--- src/hdl/ciir_ram.sv ---
// ----------------------------------------------------------------------------
// ciir_ram
// One write port, one registered read port, per-entry valid bits so that
// an entry never written reads as zero.
// ----------------------------------------------------------------------------
`timescale 1ns / 1ps

module ciir_ram #(
	parameter int DEPTH = 16,
	parameter int WIDTH = 32,
	parameter int AW = 4
) (
	input  logic             clk,
	input  logic             arst_n,
	input  logic             wr_en,
	input  logic [AW-1:0]    wr_addr,
	input  logic [WIDTH-1:0] wr_data,
	input  logic [AW-1:0]    rd_addr,
	output logic [WIDTH-1:0] rd_data
);

	logic [WIDTH-1:0] mem [DEPTH];
	logic [DEPTH-1:0] valid_q;
	logic [WIDTH-1:0] rd_data_q;
	logic             wr_ok;
	logic             rd_ok;

	assign wr_ok = wr_en && ((AW+1)'(wr_addr) < (AW+1)'(DEPTH));
	assign rd_ok = (AW+1)'(rd_addr) < (AW+1)'(DEPTH);

	always_ff @(posedge clk) begin
		if (wr_ok) begin
			mem[wr_addr] <= wr_data;
		end
		if (rd_ok && valid_q[rd_addr]) begin
			rd_data_q <= mem[rd_addr];
		end else begin
			rd_data_q <= '0;
		end
	end

	always_ff @(posedge clk or negedge arst_n) begin
		if (!arst_n) begin
			valid_q <= '0;
		end else if (wr_ok) begin
			valid_q[wr_addr] <= 1'b1;
		end
	end

	assign rd_data = rd_data_q;

endmodule

--- config.mk ---
export PLATFORM = sky130hd
export DESIGN_NAME = ciir_ram
export DESIGN_NICKNAME = d
export VERILOG_FILES = /design/src/hdl/ciir_ram.sv
export SDC_FILE = /design/constraint.sdc
export NUM_CORES = 1
export LEC_CHECK = 0
export BUFFER_PORTS_ARGS = -buffer_cell sky130_fd_sc_hd__buf_2
export CAP_MARGIN = 15
export CORE_MARGIN = 2
export CORE_UTILIZATION = 50
export CTS_CLUSTER_SIZE = 28
export DETAILED_ROUTE_END_ITERATION = 8
export PLACE_DENSITY = 0.7
export SYNTH_ARGS = -nofsm -noshare
export SYNTH_HDL_FRONTEND = slang
export SYNTH_SLANG_ARGS = --single-unit
--- constraint.sdc ---
create_clock -name clk -period 1.7 [get_ports clk]
set_input_delay 0.255 -clock clk [delete_from_list [all_inputs] [get_ports clk]]
set_output_delay 0.255 -clock clk [all_outputs]
set_load 0.02 [all_outputs]
== Word-level counts from Yosys, hierarchy flattened ==
Memory sizes are Yosys's and may differ from the RTL's. A register that Yosys moved wholly into a read port is not among the register bits.
Cells that the tools add are included.

* $lt $le $gt $ge: 3
* Mux-type cells: 6
* Bitwise logic cells: 1
* Reduce and logical (&&, ||, !) cells: 2

{| class="wikitable"
|+ Operators with widths
! kind !! number
|-
| 16-bit OR || 1
|-
| 4-bit by 5-bit less-than comparator with 1-bit output, second input constant || 2
|-
| 1-bit binary-select mux with 4-bit select || 1
|-
| 1-bit demux with 4-bit select || 1
|-
| 4-bit by 1-bit greater-or-equal comparator with 1-bit output, second input constant || 1
|-
| 1-bit two-way mux || 4
|-
| 1-bit logical AND || 1
|-
| 1-bit logical NOT || 1
|}

* Flip-flop bits (word level): 16
* Memory bits (writable): 512
* Input bits: 43
* Output and inout port bits: 32
* Memories: 1

{| class="wikitable"
|+ Memories
! name !! words !! bits a word !! rd ports !! clocked after memory_dff !! write ports !! line !! RTL
|-
| mem || 16 || 32 || 1 || 1 || 1 || 22 || <nowiki>logic [WIDTH-1:0] mem [DEPTH];</nowiki>
|}

== Longest topological paths before layout ==
* Depth after elaboration: 5
* Gate-level depth with buffers: 6
* Gate-level depth less buffers: 4

== Least setup slack after synthesis ==
Ideal clock, no wire load.

* Path kind: input -> register
* From: in wr_addr[2]
* To: mem mem[0][0], enable pin
* Library setup time: 463 ps
* Arrival: 3,003 ps
* Data required time: 1,237 ps
* Slack: -1,766 ps
* Cell stages on the path: 2
* Buffers on the path: 0
* Cell sequence: or3b_2 > nor3_1

{| class="wikitable"
|+ RTL lines
! element !! line !! RTL
|-
| start: declaration || 16 || <nowiki>input logic [AW-1:0] wr_addr,</nowiki>
|-
| end: declaration || 22 ||
|}

Straight into the memory's write port.

== Worst setup path after layout ==
* From: reg valid_q[13]
* To: reg rd_data_q[7] (netlist: rd_data[7]) (read register of mem)

* Cells in the longest elaborated chain, start to end: 3

{| class="wikitable"
|+ Ends and longest elaborated chain
! element !! line !! RTL
|-
| start: declaration || 23 || <nowiki>logic [DEPTH-1:0] valid_q;</nowiki>
|-
| start signal: assignment || 44 || <nowiki>valid_q <= '0;</nowiki>
|-
| start signal: indexed assignment || 46 || <nowiki>valid_q[wr_addr] <= 1'b1;</nowiki>
|-
| 1-bit binary-select mux with 4-bit select || 35 || <nowiki>if (rd_ok && valid_q[rd_addr]) begin</nowiki>
|-
| 1-bit two-way mux (implied by the code) || 35 ||
|-
| 1-bit logical NOT (no line) || n/a ||
|-
| end: declaration || 24 || <nowiki>logic [WIDTH-1:0] rd_data_q;</nowiki>
|}

No other way between the ends. The select of a mux whose other input is x is not followed.
A chain may end at the register's enable or synchronous reset.

==> results by group <==
Route
  – Routed WL per cell: 27.76 µm
  – Final wirelength: 45300 µm
  – Final ANT Viol Nets: 0
  – TritonRoute pass-1 iters: 5
  – Initial DRC count: roughly 960
  – Drt drc: 0
  – DR vias/cell: between 6 and 7
  – Vias: slightly below 10000

Clocking
  – CTS root buffer: clkbuf_16
  – Clk_lat worst skew: 0.60 ns
  – CTS tree: done
  – H-tree levels: 2
  – TritonCTS Sinks: between 500 and 600
  – Clock tree buffer depth: 3
  – CTS clock-pin slew for the worst setup and hold paths: 0.06 ns
  – CTS buffer count: 53

Floorplan
  – Die Span X: around 210 µm
  – Initial Util: 50.50%
  – Die Ht: just over 200 µm
  – I/O pins: 75
  – Core area: just over 40000 µm²
  – Die Area: approximately 43000 µm²
  – # rows: 74

Timing
  – Worst setup margin: -0.002969 ns
  – Tmin final: 1.703 ns
  – RSZ-0062 raised after global routing: yes
  – Worst-margin pin slew: slightly below 0.5 ns
  – Clk_skew: about 0.016 ns
  – Hold Fails Final Rpt: 0
  – Post-route clock period utilization: 100.2%
  – Max-slew violation count: 0
  – Max-slew headroom: just under 70%
  – Setup violators final: 1
  – F_max: 587.2 MHz

Placement
  – Port-buffer cells: between 70 and 80
  – DP HPWL: ~25000 µm
  – Dpl ws: -0.1347 ns
  – Final GP Congestion: approximately 0.74
  – Post-DP Area: 22660 µm²

Setup path
  – Startpoint Class: register
  – Critical Path Sink Type: register
  – Crit path max fanout: 7
  – CP arrival: between 2 and 2.5 ns
  – CP Class: register to register
  – FF-to-FF path depth: 6
  – WP data required: between 2 and 2.5 ns

Logic synthesis
  – Adder-cell share of the synthesized area: 0%
  – Yosys Warn Count: 0
  – Yosys reg bits: between 500 and 600
  – Synth Area in Compound Gates: under 10%
  – Synth Net Count: ~900
  – Synth unique cells: 23
  – Mean Syn Cell Area: ~23 µm²
  – Synth Area in Simple Gates: 1.186%
  – Post-Synthesis Cells: 882
  – Sequential fraction of the synthesis area: about 80%
  – Largest family of logic cells by synthesized area: multiplexers
  – Xor and xnor area share after synthesis: 0%
  – Multiplexer share of the synthesized area: about 14%
  – Mapped cell area: 20570 µm²

Power and ir drop
  – Worst ir drop on vdd: 0.9943 mV
  – Pwr/cell area: ~1200 nW/µm²
  – LEAKAGE: between 7 and 8 nW
  – Total power: ~29 mW

Cells and area
  – Fill cells: 2803
  – Fin util: between 60% and 70%
  – # diodes: 0
  – Layout Nets: about 1100
  – Layout cell share with drive strength beyond 1: between 30% and 40%
  – Final Cell Area: between 20000 and 25000 µm²
  – Area added between synthesis and finish: 19.59%
  – Most common cell after layout, fill and taps aside: edfxtp_1
  – Multi-input gate area: 4131 µm²
  – Sequential Area: 16420 µm²
  – Commonest cells after routing, fill and taps aside: edfxtp_1, mux4_2, buf_2

Status
  – Status: finished, violations left
  – Failing checks: setup timing

Global route
  – First-pass GRT wire length: around 66000 µm
  – Gr ovfl total: 0
  – Initial antenna violation count: 1
  – Largest net degree at the start of global routing: 27
  – Vias in the first global route: 10230
  – Total track usage: between 20% and 30%

Job
  – Max-cap violation count: 0

Min path
  – Worst hold path class: primary input to register
  – Hold path depth: 1
sequential cells by signal, summed over array words and instances (netlist names):
signal / count
valid_q: 16
rd_data: 32
mem: 512
through the flow:
step / setup TNS (ns) / cells / hold WS, ns
4_1_cts: -0.1068 / 1629 / 0.00003722
3_3_place_gp: -1.840 / 1521 / 0.1773
5_1_grt: -1.605 / 1632 / 0.009941
3_5_place_dp: -2.497 / 1521 / 0.1883
6_report: -0.002969 / 1632 / 0.03022
2_1_floorplan: -23.72 / 882 / -0.04059
report_power, final:
group	switching (mW)	internal [mW]	leakage, nW
clock	4.88	6.45	0.826
sequential	0.154	15.5	5.05
combinational	1.15	0.920	2.08
total	6.18	22.8	7.96
cell type report:
cell class	instances	share of cell area (%)
multi-input cells	274	16.79
flip-flops and latches	560	66.72
clock inverters	21	0.6255
repair buffers	166	6.871
clock buffers	79	6.281
well taps	532	2.706
synthesized netlist by cell type:
cell	number	area share, %
a21oi_1	32	0.78
a22o_1	2	0.085
a22oi_1	64	2.3
and2_1	1	0.030
buf_1	4	0.073
buf_2	12	0.29
buf_4	11	0.40
buf_6	6	0.33
clkbuf_1	15	0.27
dfrtp_1	16	1.9
dfxtp_1	32	3.1
edfxtp_1	512	75
mux4_2	132	14
nand2_1	1	0.018
nand2b_1	2	0.061
nand3_1	1	0.024
nand3b_1	2	0.073
nor2_1	13	0.24
nor2_4	1	0.055
nor2b_1	2	0.061
nor3_1	4	0.097
or2_2	16	0.49
or3b_2	1	0.043
logic make-up after synthesis:
group / Yosys count
and+or+nand+nor: 44
AOI/OAI and AO/OA: 98
buffers and inverters: 48
DFF: 560
muxes: 132
per-layer routing:
metal	GRT usage, %	wire [µm]	vias up
met2	36.40	23110	437
met4	5.117	820	2
met1	30.22	17800	5246
met5	0	8	-
met3	4.662	3563	77
li1	-	-	4100
critical path, cell delays in order (launching register included):
cell and delay [ns]:
dfrtp_1 0.38, mux4_2 0.47, a22o_1 0.26, nor2_4 0.10
buf_12 0.15, clkbuf_16 0.17, a21oi_1 0.05
repair_timing:
action,4_1_cts,5_1_grt
endpoints found under the setup margin,16,31
gates resized for setup,0,23
hold buffers,8,0
pin swaps,0,3
setup buffers,0,1
hold endpoints to repair,93,0
gates cloned,0,2
path summary, 6_finish.rpt:
path                             start  slack, ns     endpoint
setup reg to reg           valid_q[13]     -0.003   rd_data[7]
max in group asynchronous       arst_n       1.30   valid_q[2]
setup / recovery           valid_q[13]     -0.003   rd_data[7]
hold reg to reg            valid_q[12]       0.47  valid_q[12]
min in group asynchronous       arst_n       0.13  valid_q[15]
hold / removal             wr_data[17]       0.03   mem[0][17]
Power figures use the tool's default switching activity.
