File: src/hdl/ciir_pkg.sv
// ----------------------------------------------------------------------------
// ciir_pkg
// Types, codes and widths shared by the complex IIR filter.
// ----------------------------------------------------------------------------
`timescale 1ns / 1ps

package ciir_pkg;

	localparam int SAMPLE_BITS = 16;  // Q1.15
	localparam int COEF_BITS = 16;    // Q2.14
	localparam int COUNT_BITS = 5;
	localparam int TAP_INDEX_BITS = 4;
	localparam int CFG_INDEX_BITS = 1;
	localparam int CFG_DATA_BITS = COUNT_BITS;

	localparam int MAX_FORWARD_TAPS_DEF = 16;
	localparam int MAX_FEEDBACK_TAPS_DEF = 16;

	localparam logic signed [SAMPLE_BITS-1:0] SAMPLE_MAX = {1'b0, {(SAMPLE_BITS-1){1'b1}}};
	localparam logic signed [SAMPLE_BITS-1:0] SAMPLE_MIN = ~SAMPLE_MAX;

	typedef enum logic [1:0] {
		ACT_FILTER  = 2'd0,
		ACT_LOAD_FF = 2'd1,
		ACT_LOAD_FB = 2'd2
	} action_t;

	typedef enum logic [CFG_INDEX_BITS-1:0] {
		CFG_FF_COUNT = 1'b0,
		CFG_FB_COUNT = 1'b1
	} cfg_reg_t;

	typedef enum logic [2:0] {
		ST_IDLE,
		ST_FF,
		ST_FB,
		ST_DRAIN,
		ST_FINISH
	} state_t;

	typedef struct packed {
		logic signed [SAMPLE_BITS-1:0] re;
		logic signed [SAMPLE_BITS-1:0] im;
	} sample_cplx_t;

	typedef struct packed {
		logic signed [COEF_BITS-1:0] re;
		logic signed [COEF_BITS-1:0] im;
	} coef_cplx_t;

	typedef struct packed {
		action_t                       action;
		logic signed [SAMPLE_BITS-1:0] sample_re;
		logic signed [SAMPLE_BITS-1:0] sample_im;
		logic [TAP_INDEX_BITS-1:0]     tap_index;
		logic signed [COEF_BITS-1:0]   tap_re;
		logic signed [COEF_BITS-1:0]   tap_im;
	} sample_word_t;

	typedef struct packed {
		logic signed [SAMPLE_BITS-1:0] out_re;
		logic signed [SAMPLE_BITS-1:0] out_im;
		logic                          clipped;
	} result_word_t;

endpackage

File: src/hdl/ciir_cmac.sv
// ----------------------------------------------------------------------------
// ciir_cmac
// Shared complex multiply-accumulate: four products registered, then a
// wide complex accumulate. One term per cycle.
// ----------------------------------------------------------------------------
`timescale 1ns / 1ps

module ciir_cmac #(
	parameter int ACC_BITS = 40
) (
	input  logic                       clk,
	input  logic                       arst_n,
	input  logic                       clr,
	input  logic                       en,
	input  ciir_pkg::coef_cplx_t       tap,
	input  ciir_pkg::sample_cplx_t     smp,
	output logic                       busy,
	output logic signed [ACC_BITS-1:0] acc_re,
	output logic signed [ACC_BITS-1:0] acc_im
);

	localparam int PW = ciir_pkg::SAMPLE_BITS + ciir_pkg::COEF_BITS;

	logic signed [PW-1:0]       p_rr_s1, p_ii_s1, p_ri_s1, p_ir_s1;
	logic                       valid_s1;
	logic signed [ACC_BITS-1:0] term_re, term_im;
	logic signed [ACC_BITS-1:0] acc_re_q, acc_im_q;

	always_ff @(posedge clk) begin
		p_rr_s1 <= tap.re * smp.re;
		p_ii_s1 <= tap.im * smp.im;
		p_ri_s1 <= tap.re * smp.im;
		p_ir_s1 <= tap.im * smp.re;
	end

	always_ff @(posedge clk or negedge arst_n) begin
		if (!arst_n) begin
			valid_s1 <= 1'b0;
		end else begin
			valid_s1 <= en;
		end
	end

	assign term_re = ACC_BITS'(p_rr_s1) - ACC_BITS'(p_ii_s1);
	assign term_im = ACC_BITS'(p_ri_s1) + ACC_BITS'(p_ir_s1);

	always_ff @(posedge clk) begin
		if (clr) begin
			acc_re_q <= '0;
			acc_im_q <= '0;
		end else if (valid_s1) begin
			acc_re_q <= acc_re_q + term_re;
			acc_im_q <= acc_im_q + term_im;
		end
	end

	assign busy = valid_s1;
	assign acc_re = acc_re_q;
	assign acc_im = acc_im_q;

endmodule

File: config.mk
export PLATFORM = sky130hd
export DESIGN_NAME = ciir_cmac
export DESIGN_NICKNAME = d
export VERILOG_FILES = /design/src/hdl/ciir_pkg.sv /design/src/hdl/ciir_cmac.sv
export SDC_FILE = /design/constraint.sdc
export NUM_CORES = 2
export LEC_CHECK = 0
export BUFFER_PORTS_ARGS = -buffer_cell sky130_fd_sc_hd__buf_2
export CORE_MARGIN = 8
export CORE_UTILIZATION = 45
export CTS_BUF_LIST = sky130_fd_sc_hd__clkbuf_2 sky130_fd_sc_hd__clkbuf_4 sky130_fd_sc_hd__clkbuf_8
export CTS_CLUSTER_DIAMETER = 120
export CTS_CLUSTER_SIZE = 14
export DETAILED_ROUTE_END_ITERATION = 7
export PLACE_DENSITY = 0.62
export SYNTH_ARGS = -nofsm -noshare
export SYNTH_HDL_FRONTEND = slang
export SYNTH_SLANG_ARGS = --single-unit
File: constraint.sdc
create_clock -name clk -period 3.6 [get_ports clk]
set_clock_uncertainty 0.05 [all_clocks]
set_input_delay 0.54 -clock clk [delete_from_list [all_inputs] [get_ports clk]]
set_output_delay 0.54 -clock clk [all_outputs]
set_load 0.005 [all_outputs]
# --- After elaboration in Yosys (flattened, before gate mapping) ---
# Index checks and enable logic that the tools add are counted.
totals:
  register_bits: 209
  in_bits: 68
  out_inout_bits: 81
  elab_cells: 15
op_classes:
  add_sub_neg: 4
  mul: 4
ops:
  columns: ["operator", "n"]
  rows:
  - ["multiplier 16 x 16 -> 32 bit", 4]
  - ["adder 40 x 33 -> 40 bit", 2]
  - ["adder 32 x 32 -> 33 bit", 1]
  - ["subtractor 32 x 32 -> 33 bit", 1]

# --- Depth between registers and ports, before layout ---
depth:
  ltp_word: 2
  mapped_depth: 26

# --- Worst setup path before layout ---
# OpenSTA, ideal clock, no wires.
synth_path:
  path_type: "input-to-reg"
  startpoint: "input tap[15] (netlist name)"
  endpoint: "register p_ir_s1[31]"
  setup_ns: 0.120
  t_arrival_ns: 6.441
  path_slack_ns: -3.012
  stages: 22
  n_path_buf: 1
  path_cell_list: "clkbuf_1 nand2_1 inv_1 fa_1 fa_1 fa_1 fa_1 fa_1 inv_1 fa_1 inv_1 ha_1 nand4_1 inv_1 a221o_1 a21oi_1 o311a_1 o21ai_1 and4_1 a2111oi_2 a21oi_1 xnor2_1"
synth_via:
  elab_chain_cells: 1
synth_lines:
  columns: ["item", "line", "rtl"]
  rows:
  - ["start: declaration", "ciir_cmac.sv:15", "input ciir_pkg::coef_cplx_t tap,"]
  - ["multiplier 16 x 16 -> 32 bit", "ciir_cmac.sv:33", "p_ir_s1 <= tap.im * smp.re;"]
  - ["end signal: assignment", "ciir_cmac.sv:33", null]
  - ["end: declaration", "ciir_cmac.sv:24", "logic signed [PW-1:0] p_rr_s1, p_ii_s1, p_ri_s1, p_ir_s1;"]
# Every way passes these cells.
# A chain may end at the register's enable or synchronous reset.

# --- Worst setup path in the final report ---
layout_path:
  startpoint: "input smp[31] (netlist name)"
  endpoint: "register p_ir_s1[30]"
layout_via:
  elab_chain_cells: 1
layout_lines:
  columns: ["item", "line", "rtl"]
  rows:
  - ["start: declaration", "ciir_cmac.sv:16", "input ciir_pkg::sample_cplx_t smp,"]
  - ["multiplier 16 x 16 -> 32 bit", "ciir_cmac.sv:33", null]
# Every way passes these cells.

==> results.json <==
{
  "area_delta_synth_final_pct": 30.1,
  "h-tree-depth": 1,
  "clk_pin_slew_worst_paths_ps": 110,
  "fin_crit_sh": 1.64,
  "synth_ff_type": "dfxtp_1",
  "grt_overflow": 0,
  "initial_utilization": 0.452,
  "postPlaceCellArea_um2": 60400,
  "setup_viol": 106,
  "clock-sinks": 209,
  "drt_wl_total_um": 147000,
  "cp.arrival_ps": 6380,
  "cts_root_buf": "clkbuf_8",
  "syn_area_um2": 50500,
  "cts_buffers": 21,
  "dieArea_um2": 123000,
  "routabilityCongestion": 0.894,
  "layout.nets": 8069,
  "cts_buffer_depth": 3,
  "grt_pass1_vias": 43400,
  "cp_max_fo": 7,
  "die_h_um": 351,
  "grt_antenna_before_repair": 14,
  "final_layout_size_suffix_gt1_frac": 0.279,
  "end_kind": "flop",
  "finalHoldViolations": 0,
  "finalWorstSetupSlack_ps": -2290,
  "post_drt_wl_per_cell_um": 18.4,
  "critPathSlowestCell": "fa_1",
  "required_ps": 4090,
  "yosysWarnings": 0,
  "post-synth-top-count-cell": "inv_1",
  "rsz0062_at_grt": "true",
  "utilization": 0.588,
  "grt_max_degree": 47,
  "startpoint_type": "input pin",
  "async_flop_share": 0.00478,
  "synth_cells": 5536,
  "hp-class": "in2async",
  "yosysSeqAreaShare": 0.0829,
  "yosys-top-cells-count": "1,335 x inv_1, 1,127 x fa_1, 570 x nand2_1",
  "maxCapViolations": 0,
  "synth.top_cell.area_share": 0.446,
  "synth-edff-count": 0,
  "drtIter0Drc": 2046,
  "fmax_ghz": 0.170,
  "ys_types": 79,
  "chipWidth_um": 351,
  "max_slew_margin": 0.460,
  "final_area_um2": 65700,
  "cts_tree": "done",
  "io_buffers": 148,
  "rows": 123,
  "crit_type": "in2reg",
  "fin_crit_ps": 5890,
  "crit_top_cell": "fa_1",
  "syn_nets": 7137,
  "coreArea_um2": 112000,
  "slew_violations": 0,
  "drc": 0,
  "path_buf_inv": 5,
  "ys_top_cells_by_area": "fa_1 45%, ha_1 10%, inv_1 9.9%",
  "avgSynthCellArea_um2": 9.13,
  "grt_pass1_wl_um": 234000,
  "crit_path_cell_trace": "buf_12 -> clkinvlp_4 -> nor2_4 -> fa_1 -> fa_1 -> fa_1 -> fa_1 -> fa_1 -> inv_1 -> fa_1 -> inv_2 -> ha_4 -> a21o_1 -> a21o_1 -> a221o_1 -> a21oi_2 -> and2_4 -> a2bb2oi_2 -> o311a_1 -> o21bai_1 -> a21oi_1 -> xnor2_1 -> buf_4",
  "yosysTopAreaCell": "fa_1",
  "slowest_delay_ps": 540,
  "grtUsageTotal": 0.241,
  "drtAntennaViolNets": 0,
  "status": "finished, violations left",
  "hpwl_um": 120000,
  "vias_per_cell": 5.00,
  "clock_latency_ps": 660,
  "synth_seq_cells": 209,
  "violations": "setup timing",
  "post-place-ws_ps": -3070,
  "firstDrtPassIters": 5,
  "ios": 149,
  "vias": 39900,
  "worst_pin_slew_ps": 807,
  "cpLargestDelayFamily": "adder cells"
}
metal layers:
metal / track usage / up-vias / wire length, µm
met2: 0.388 / 1142 / 66900
met5: 0 / - / 8
li1: - / 18400 / -
met4: 0.0955 / 2 / 7330
met1: 0.317 / 20000 / 61600
met3: 0.0538 / 284 / 11300
cells in the final DEF, fill, tap and decap left out, drive strengths merged, types with 6 or more instances in the layout:
cell type,instances
inv,1334
fa,1127
buf,1121
nand2,570
and2,500
ha,406
dfxtp,208
nor2,200
a21oi,155
xnor2,133
a21o,91
o21ai,85
xor2,58
nand3,42
nand2b,40
mux2i,34
o21a,33
nor3,32
clkbuf,29
a211oi,24
o21bai,20
a31oi,19
nor2b,18
and3,15
nand4,13
or3,12
o211ai,11
o31ai,11
a2111oi,8
o22ai,8
a221o,7
o311ai,6
and4,6
state kept, by name, indices dropped and copies added (netlist names):
register,count
acc_im,40
acc_re,40
p_ii_s1,32
p_ir_s1,32
p_ri_s1,32
p_rr_s1,32
busy,1
what timing repair did:
| action | CTS | global route |
|---|---|---|
| buffers inserted | 121 | 78 |
| cloned | 8 | 5 |
| endpoints found under the hold margin | 2 | 0 |
| gates resized for setup | 459 | 399 |
| hold buffers | 2 | 0 |
| pin swaps | 229 | 276 |
| endpoints found under the setup margin | 119 | 131 |
metrics by stage:
stage                     cells  TNS (ps)  hold WS [ps]
final                      7977   -149520           133
after global routing       7973   -164030           101
after CTS                  7920   -143370          70.6
after detailed placement   7784   -238540           266
after global placement     7784   -233850           265
after floorplan            5536   -154200           194
worst paths after layout:
check / startpoint / endpoint / slack (ps) / cells past startpoint
worst max-delay path: smp[31] / p_ir_s1[30]$_DFF_P_ / -2290 / 23
worst min-delay path: arst_n / busy$_DFF_PN0_ / 130 / 2
worst max register to register: acc_re[1]$_SDFFE_PP0P_ / acc_re[35]$_SDFFE_PP0P_ / -160 / 15
worst min register to register: acc_im[0]$_SDFFE_PP0P_ / acc_im[0]$_SDFFE_PP0P_ / 440 / 2
max in group asynchronous: arst_n / busy$_DFF_PN0_ / 3270 / 2
min in group clk: smp[0] / p_ii_s1[0]$_DFF_P_ / 370 / 2
area by class of cell:
cell class                      count  area (µm²)
Multi-Input combinational cell   3770       43800
Clock buffer                       23         310
Timing Repair Buffer             1130       10500
Antenna cell                        5        12.5
Sequential cell                   209        4210
Tap cell                         1500        1880
Clock inverter                      4        57.6
Fill cell                        9639       46100
Inverter                         1336        5020
cells by family after synthesis:
logic type      Yosys count  share of synthesized area
compound gates          540                     0.0716
xor+xnor                191                     0.0331
buf+inv                1557                      0.116
simple gates           1471                      0.143
flops                   209                     0.0829
fa+ha+maj              1533                      0.547
mux                      35                    0.00696
Power is not shown: default switching activity piles up to over one toggle a cycle in this logic, so the estimate is an artifact.
